`config.mk`:
```
export PLATFORM = sky130hd
export DESIGN_NAME = ntm_ctrl
export DESIGN_NICKNAME = d
export VERILOG_FILES = /design/src/design/ntm_pkg.sv /design/src/design/ntm_ctrl.sv
export VERILOG_INCLUDE_DIRS = /design/src /design/src/design
export SDC_FILE = /design/constraint.sdc
export NUM_CORES = 1
export LEC_CHECK = 0
export BUFFER_PORTS_ARGS = -buffer_cell sky130_fd_sc_hd__buf_2
export CORE_MARGIN = 10
export CORE_UTILIZATION = 55
export CTS_CLUSTER_DIAMETER = 50
export CTS_CLUSTER_SIZE = 40
export DETAILED_ROUTE_END_ITERATION = 10
export HOLD_SLACK_MARGIN = 0.08
export PLACE_DENSITY = 0.84
export SLEW_MARGIN = 20
export SYNTH_ARGS = -nofsm -noshare
export SYNTH_HDL_FRONTEND = slang
export SYNTH_SLANG_ARGS = --single-unit
```
`constraint.sdc`:
```
create_clock -name clk -period 5.5 [get_ports clk]
set_input_delay 1.375 -clock clk [delete_from_list [all_inputs] [get_ports clk]]
set_output_delay 1.375 -clock clk [all_outputs]
set_load 0.01 [all_outputs]
```
`src/design/nearest_timestamp_matcher_defines.svh`:
```
// -----------------------------------------------------------------------------
// Nearest timestamp matcher: assertion macros
// Shared helpers for concurrent checks; all use clk and arst_n of the module.
// -----------------------------------------------------------------------------
`ifndef NEAREST_TIMESTAMP_MATCHER_DEFINES_SVH
`define NEAREST_TIMESTAMP_MATCHER_DEFINES_SVH

// plain property, checked out of reset
`define NTM_ASSERT(lbl, prop, msg) \
	lbl: assert property (@(posedge clk) disable iff (!arst_n) (prop)) else $error(msg);

// same-cycle implication
`define NTM_ASSERT_IMPL(lbl, ante, cons, msg) \
	lbl: assert property (@(posedge clk) disable iff (!arst_n) (ante) |-> (cons)) \
		else $error(msg);

`endif

```
`src/design/ntm_pkg.sv`:
```
`timescale 1ns / 1ps
// -----------------------------------------------------------------------------
// ntm_pkg
// Types, constants and helpers shared by the nearest timestamp matcher.
// -----------------------------------------------------------------------------
package ntm_pkg;

	localparam int DEPTH = 512;
	localparam int AW    = (DEPTH > 1) ? $clog2(DEPTH) : 1;
	localparam int CW    = $clog2(DEPTH + 1);
	localparam int KW    = 64;
	localparam int LW    = 41;
	localparam int RW    = 2 * KW;

	localparam logic OP_RECORD = 1'b0;
	localparam logic OP_LOOKUP = 1'b1;

	typedef enum logic [6:0] {
		ST_IDLE    = 7'b0000001,
		ST_SCAN    = 7'b0000010,
		ST_SCAN_D1 = 7'b0000100,
		ST_SCAN_D2 = 7'b0001000,
		ST_POP     = 7'b0010000,
		ST_POP_D   = 7'b0100000,
		ST_FINISH  = 7'b1000000
	} state_t;

	typedef struct packed {
		logic record;
		logic lookup;
		logic rd_scan;
		logic rd_pop;
		logic pop_start;
		logic load_out;
	} cmd_t;

	typedef struct packed {
		logic          empty;
		logic [CW-1:0] count;
	} status_t;

	function automatic logic [AW-1:0] ptr_inc(input logic [AW-1:0] ptr);
		logic [AW-1:0] nxt;
		if (ptr == AW'(DEPTH - 1)) begin
			nxt = '0;
		end else begin
			nxt = ptr + AW'(1);
		end
		return nxt;
	endfunction

endpackage

```
`src/design/ntm_ctrl.sv`:
```
`timescale 1ns / 1ps
`include "nearest_timestamp_matcher_defines.svh"
// -----------------------------------------------------------------------------
// ntm_ctrl
// Controller: request acceptance, scan and pop sequencing, result handoff.
// -----------------------------------------------------------------------------
module ntm_ctrl (
	input  logic              clk,
	input  logic              arst_n,
	input  logic              in_valid,
	output logic              in_stall,
	input  logic              opcode,
	output logic              out_valid,
	input  logic              out_stall,
	input  ntm_pkg::status_t  status,
	output ntm_pkg::cmd_t     cmd
);

	localparam int CW = ntm_pkg::CW;

	ntm_pkg::state_t state_q, state_d;
	logic [CW-1:0]   rem_q, rem_d;
	logic            out_valid_q;

	assign in_stall = (state_q != ntm_pkg::ST_IDLE);

	always_comb begin
		state_d = state_q;
		rem_d   = rem_q;
		cmd     = '0;
		unique case (state_q)
			ntm_pkg::ST_IDLE: begin
				if (in_valid) begin
					if (opcode == ntm_pkg::OP_RECORD) begin
						cmd.record = 1'b1;
					end else begin
						cmd.lookup = 1'b1;
						if (status.empty) begin
							state_d = ntm_pkg::ST_FINISH;
						end else begin
							rem_d   = status.count;
							state_d = ntm_pkg::ST_SCAN;
						end
					end
				end
			end
			ntm_pkg::ST_SCAN: begin
				cmd.rd_scan = 1'b1;
				rem_d       = rem_q - CW'(1);
				if (rem_q == CW'(1)) begin
					state_d = ntm_pkg::ST_SCAN_D1;
				end
			end
			ntm_pkg::ST_SCAN_D1: begin
				state_d = ntm_pkg::ST_SCAN_D2;
			end
			ntm_pkg::ST_SCAN_D2: begin
				// best entry settles here; re-sweep from the head
				cmd.pop_start = 1'b1;
				rem_d         = status.count;
				state_d       = ntm_pkg::ST_POP;
			end
			ntm_pkg::ST_POP: begin
				cmd.rd_pop = 1'b1;
				rem_d      = rem_q - CW'(1);
				if (rem_q == CW'(1)) begin
					state_d = ntm_pkg::ST_POP_D;
				end
			end
			ntm_pkg::ST_POP_D: begin
				state_d = ntm_pkg::ST_FINISH;
			end
			ntm_pkg::ST_FINISH: begin
				if (!out_valid_q || !out_stall) begin
					cmd.load_out = 1'b1;
					state_d      = ntm_pkg::ST_IDLE;
				end
			end
			default: begin
				state_d = ntm_pkg::ST_IDLE;
			end
		endcase
	end

	always_ff @(posedge clk or negedge arst_n) begin
		if (!arst_n) begin
			state_q     <= ntm_pkg::ST_IDLE;
			rem_q       <= '0;
			out_valid_q <= 1'b0;
		end else begin
			state_q <= state_d;
			rem_q   <= rem_d;
			if (cmd.load_out) begin
				out_valid_q <= 1'b1;
			end else if (!out_stall) begin
				out_valid_q <= 1'b0;
			end
		end
	end

	assign out_valid = out_valid_q;

	`NTM_ASSERT_IMPL(a_rem_live, (state_q == ntm_pkg::ST_SCAN) || (state_q == ntm_pkg::ST_POP), rem_q != '0, "sweep state with nothing left to read")
	`NTM_ASSERT(a_out_from_finish, $rose(out_valid_q) |-> $past(state_q == ntm_pkg::ST_FINISH), "result raised outside finish")

endmodule

```
[Word level (Yosys, flattened, before mapping)]
Index checks and enable logic that the tools add are counted.
Storage, ports and cells
  bits in registers: 18
  input port bits: 16
  output and inout bits: 8
  word-level logic and storage cells: 49
Operators by class
  $add $sub $neg: 1
  equality and inequality tests: 16
  multiplexer cells: 22
  reduce and logical (&&, ||, !) cells: 7
Operator list (count)
  $pmux 7 s7: 1
  $mux 7: 6
  $mux 10: 3
  $pmux 10 s3: 1
  $ne 2x2->1 const B: 6
  $eq 10x1->1 const B: 1
  $sub 10x1->10 const B: 1
  $mux 1: 9
  $eq 7x1->1 const B: 1
  $eq 7x2->1 const B: 1
  $eq 7x3->1 const B: 1
  $eq 7x4->1 const B: 1
  $eq 7x5->1 const B: 1
  $eq 7x6->1 const B: 1
  $eq 7x7->1 const B: 1
  $ne 7x1->1 const B: 1
  $reduce_and 5->1: 1
  $mux 2: 2
  $reduce_and 4->1: 1
  $reduce_bool 3->1: 1
  $logic_not 1->1: 2
  $ne 2x1->1 const B: 1
  $reduce_or 2->1: 1
  $logic_or 1x1->1: 1

[Depth between registers and ports, before layout]
  word-level depth: 5
  gate-level depth with buffers: 7
  mapped depth without buffers: 6

[Least setup slack after synthesis]
OpenSTA, ideal clock, no wires.
  kind: input to output
  start point: in out_stall
  end point: out cmd[0] (netlist name)
  arrival: 1.716 ns
  required time: 4.125 ns
  path slack: 2.409 ns
  stages: 2
  cells stage by stage: and2_0 -> nor2_1
RTL lines
  from (decl): RTL line ntm_ctrl.sv:14  | input logic out_stall,
  to (decl): RTL line ntm_ctrl.sv:16  | output ntm_pkg::cmd_t cmd

==> results.json <==
{
  "die_x_um": 68.1,
  "antenna_left": 0,
  "synth_top_family_by_area": "simple AND/OR/NAND/NOR gates",
  "cts.sinks": 18,
  "critPathKind": "flip-flop to output port",
  "grtUsageTotal_pct": 13.5,
  "yosysMostFrequentCell": "dfrtp_1",
  "place_area_um2": 1350,
  "post-cts-setup-buffer-count": 0,
  "htreeDepth": 1,
  "drt_first_pass_iters": 4,
  "intPower_w": 0.000364,
  "p_seq_share_pct": 38.3,
  "synth.cell_area_um2": 1270,
  "synthSimpleGateAreaFrac_pct": 25.3,
  "yosys_warnings": 0,
  "met1_length_um": 1390,
  "start_kind": "flip-flop",
  "n_fill_cell": 189,
  "switchingPower_w": 0.000283,
  "timing.rr.start": "state_q[5]$_DFFE_PN0P_",
  "cts_tree": "built",
  "yosysTopAreaCell": "dfrtp_1",
  "setup_violations": 0,
  "synth_top_cell_area_share_pct": 33.5,
  "async_flop_share_pct": 100,
  "synth.avg_cell_area_um2": 9.69,
  "synth_cell_types": 52,
  "hpwl_um": 2240,
  "die_h_um": 68.1,
  "finalCritPeriodShare_pct": 65.7,
  "stdcell_area_um2": 1390,
  "worst_pin_slew_ps": 1040,
  "clock_latency_ps": 290,
  "peakVddDrop_mv": 0.257,
  "synth_top_flop_cell": "dfrtp_1",
  "ys_seq_area_share_pct": 35.6,
  "max_freq_mhz": 277,
  "drive_above_1_share_pct": 25.7,
  "syn_nets": 149,
  "min_from": "rem_q[7]$_DFFE_PN0P_",
  "clkPwrFrac_pct": 12.8,
  "area_growth_pct": 9.46,
  "worstHoldPathCells": 1,
  "drt_iter0_markers": 102,
  "io_pins": 24,
  "worstReg2RegEnd": "state_q[1]$_DFFE_PN0P_",
  "skew_ps": 1.55,
  "drv_cap": 0,
  "multi_input_area_um2": 729,
  "rsz0062_at_grt": "false",
  "grt_pass1_wl_um": 5040,
  "wire_per_inst_um": 16.7,
  "grt_overflow": 0,
  "postCtsHoldBufs": 0,
  "n_antenna_cell": 0,
  "ff2ff_setup_slack_ps": 2970,
  "cp_data_required_time_ps": 4120,
  "post-route-drc-count": 0,
  "wl_um": 2940,
  "avgViaCountPerCell": 6.34,
  "tns_ps": 0,
  "muxShareOfSynthArea_pct": 7.19,
  "coreArea_um2": 2210,
  "cp_max_fo": 21,
  "ff_latch_area_um2": 452,
  "routed.top_layer": "met4",
  "cts.clk_slew.worst_paths_ps": 110,
  "route.met3.wl_um": 126,
  "synth_xor_area_share_pct": 1.28,
  "cts_inserted_buffers": 3,
  "ff2ff_path_depth": 4,
  "cts.path.max_buffers": 2,
  "p_per_area_nw_per_um2": 465,
  "synth_fa_ha_area_share_pct": 2.76,
  "switching_share_pct": 43.7,
  "p_leak_nw": 0.629,
  "combPwrFrac_pct": 48.9,
  "grt_max_degree": 22,
  "syn_inst": 131,
  "placementRows": 17,
  "fin_crit_ps": 3610,
  "ys_top_cells_by_area": "dfrtp_1, mux2i_1, nor2_1",
  "first_global_vias": 1136,
  "final_hold_viol_count": 0,
  "crit_arrival_ps": 2240,
  "utilization_pct": 62.8,
  "num_vias": 1115,
  "maxSlewHeadroom_pct": 30.1,
  "antenna_found_initial": 0,
  "cts-root-buf": "clkbuf_4",
  "hold-path-endpoint": "rem_q[7]$_DFFE_PN0P_",
  "numPortBuffers": 23,
  "gp_congestion": 0.882,
  "met2_length_um": 1410,
  "status": "finished, final reports clean",
  "ys_seq_elements": 18,
  "start_util_pct": 57.4,
  "slew_violations": 0,
  "synth_commonest_cells": "dfrtp_1, nor2_1, mux2i_1, inv_1, nor3_1",
  "min_path_type": "flip-flop to flip-flop",
  "worst_setup_path_end_kind": "output port",
  "post_cts_resized": 0,
  "nNetsFinal": 167,
  "synth_compound_area_share_pct": 20.5,
  "synth_edf_count": 0,
  "design.die.area_um2": 4630
}
state kept, by name, indices dropped and copies added, names as in the netlist:
register and count:
rem_q 10, state_q 7, out_valid 1
power groups by stage:
stage	Combinational [W]	Sequential, W	Clock [W]
3_3_place_gp	0.000307	0.000245	0
5_1_grt	0.000353	0.000256	0.0000901
3_5_place_dp	0.000317	0.000249	0
6_report	0.000316	0.000248	0.0000829
4_1_cts	0.000318	0.000247	0.0000857
2_1_floorplan	0.000278	0.000224	0
area by class of cell:
class	count	area share, %
Tap cell	28	2.52
Sequential cell	18	32.5
Inverter	6	1.62
Clock buffer	4	2.61
Multi-Input combinational cell	97	52.5
Timing Repair Buffer	23	8.28
kinds of logic after synthesis:
logic type / Yosys count
AO/OA/AOI/OAI: 31
XOR/XNOR: 1
adder cells (fa/ha/maj): 3
buffers and inverters: 16
flip-flops: 18
multiplexers: 9
AND/OR/NAND/NOR: 53
cells in the final DEF, fill, tap and decap left out, drive strengths merged, types with 2 or more instances in the layout:
cell / synthesis / routed
buf: 9 / 23
dfrtp: 17 / 17
nor2: 14 / 14
mux2i: 8 / 8
inv: 6 / 6
nor3: 6 / 6
o221ai: 6 / 6
nand2: 5 / 5
nor4: 5 / 5
o2bb2ai: 5 / 5
clkbuf: 1 / 4
nand4: 3 / 3
nand3: 3 / 3
o21ai: 3 / 3
o211ai: 3 / 3
and4: 2 / 2
and3: 2 / 2
or4: 2 / 2
a22oi: 2 / 2
a31oi: 2 / 2
nand2b: 2 / 2
ha: 2 / 2
nor4b: 2 / 2
nor3b: 2 / 2
o21a: 2 / 2
worst max path at each step:
stage	from	endpoint	slack [ps]	depth (start not counted)
finish	state_q[5]$_DFFE_PN0P_	cmd[5]	1890	4
global route	state_q[5]$_DFFE_PN0P_	cmd[5]	1620	4
CTS	state_q[5]$_DFFE_PN0P_	cmd[5]	1840	4
detailed placement	state_q[5]$_DFFE_PN0P_	cmd[5]	2190	4
global placement	state_q[5]$_DFFE_PN0P_	cmd[5]	2250	4
floorplan	out_stall	cmd[0]	2410	2
critical path, stage by stage, from the launching register on:
cell and delay (ps):
dfrtp_1 470, nor3_2 850, nand2_1 240, nor3b_1 230
buf_2 160
routing by layer:
| metal | track usage, % | vias to the layer above |
|---|---|---|
| met1 | 17.1 | 544 |
| li1 | - | 539 |
| met4 | 3.27 | 0 |
| met5 | 0 | - |
| met3 | 2.94 | 2 |
| met2 | 22.7 | 30 |
per-stage QoR:
stage               cells  hold slack (ps)  total power (W)  setup WS (ps)
floorplan             131              468         0.000502           2410
global placement      172              494         0.000552           2250
detailed placement    172              507         0.000566           2190
CTS                   176              530         0.000650           1840
global route          176              561         0.000699           1620
finish                176              531         0.000647           1890
Note: power is estimated with default switching activity, not from simulation.
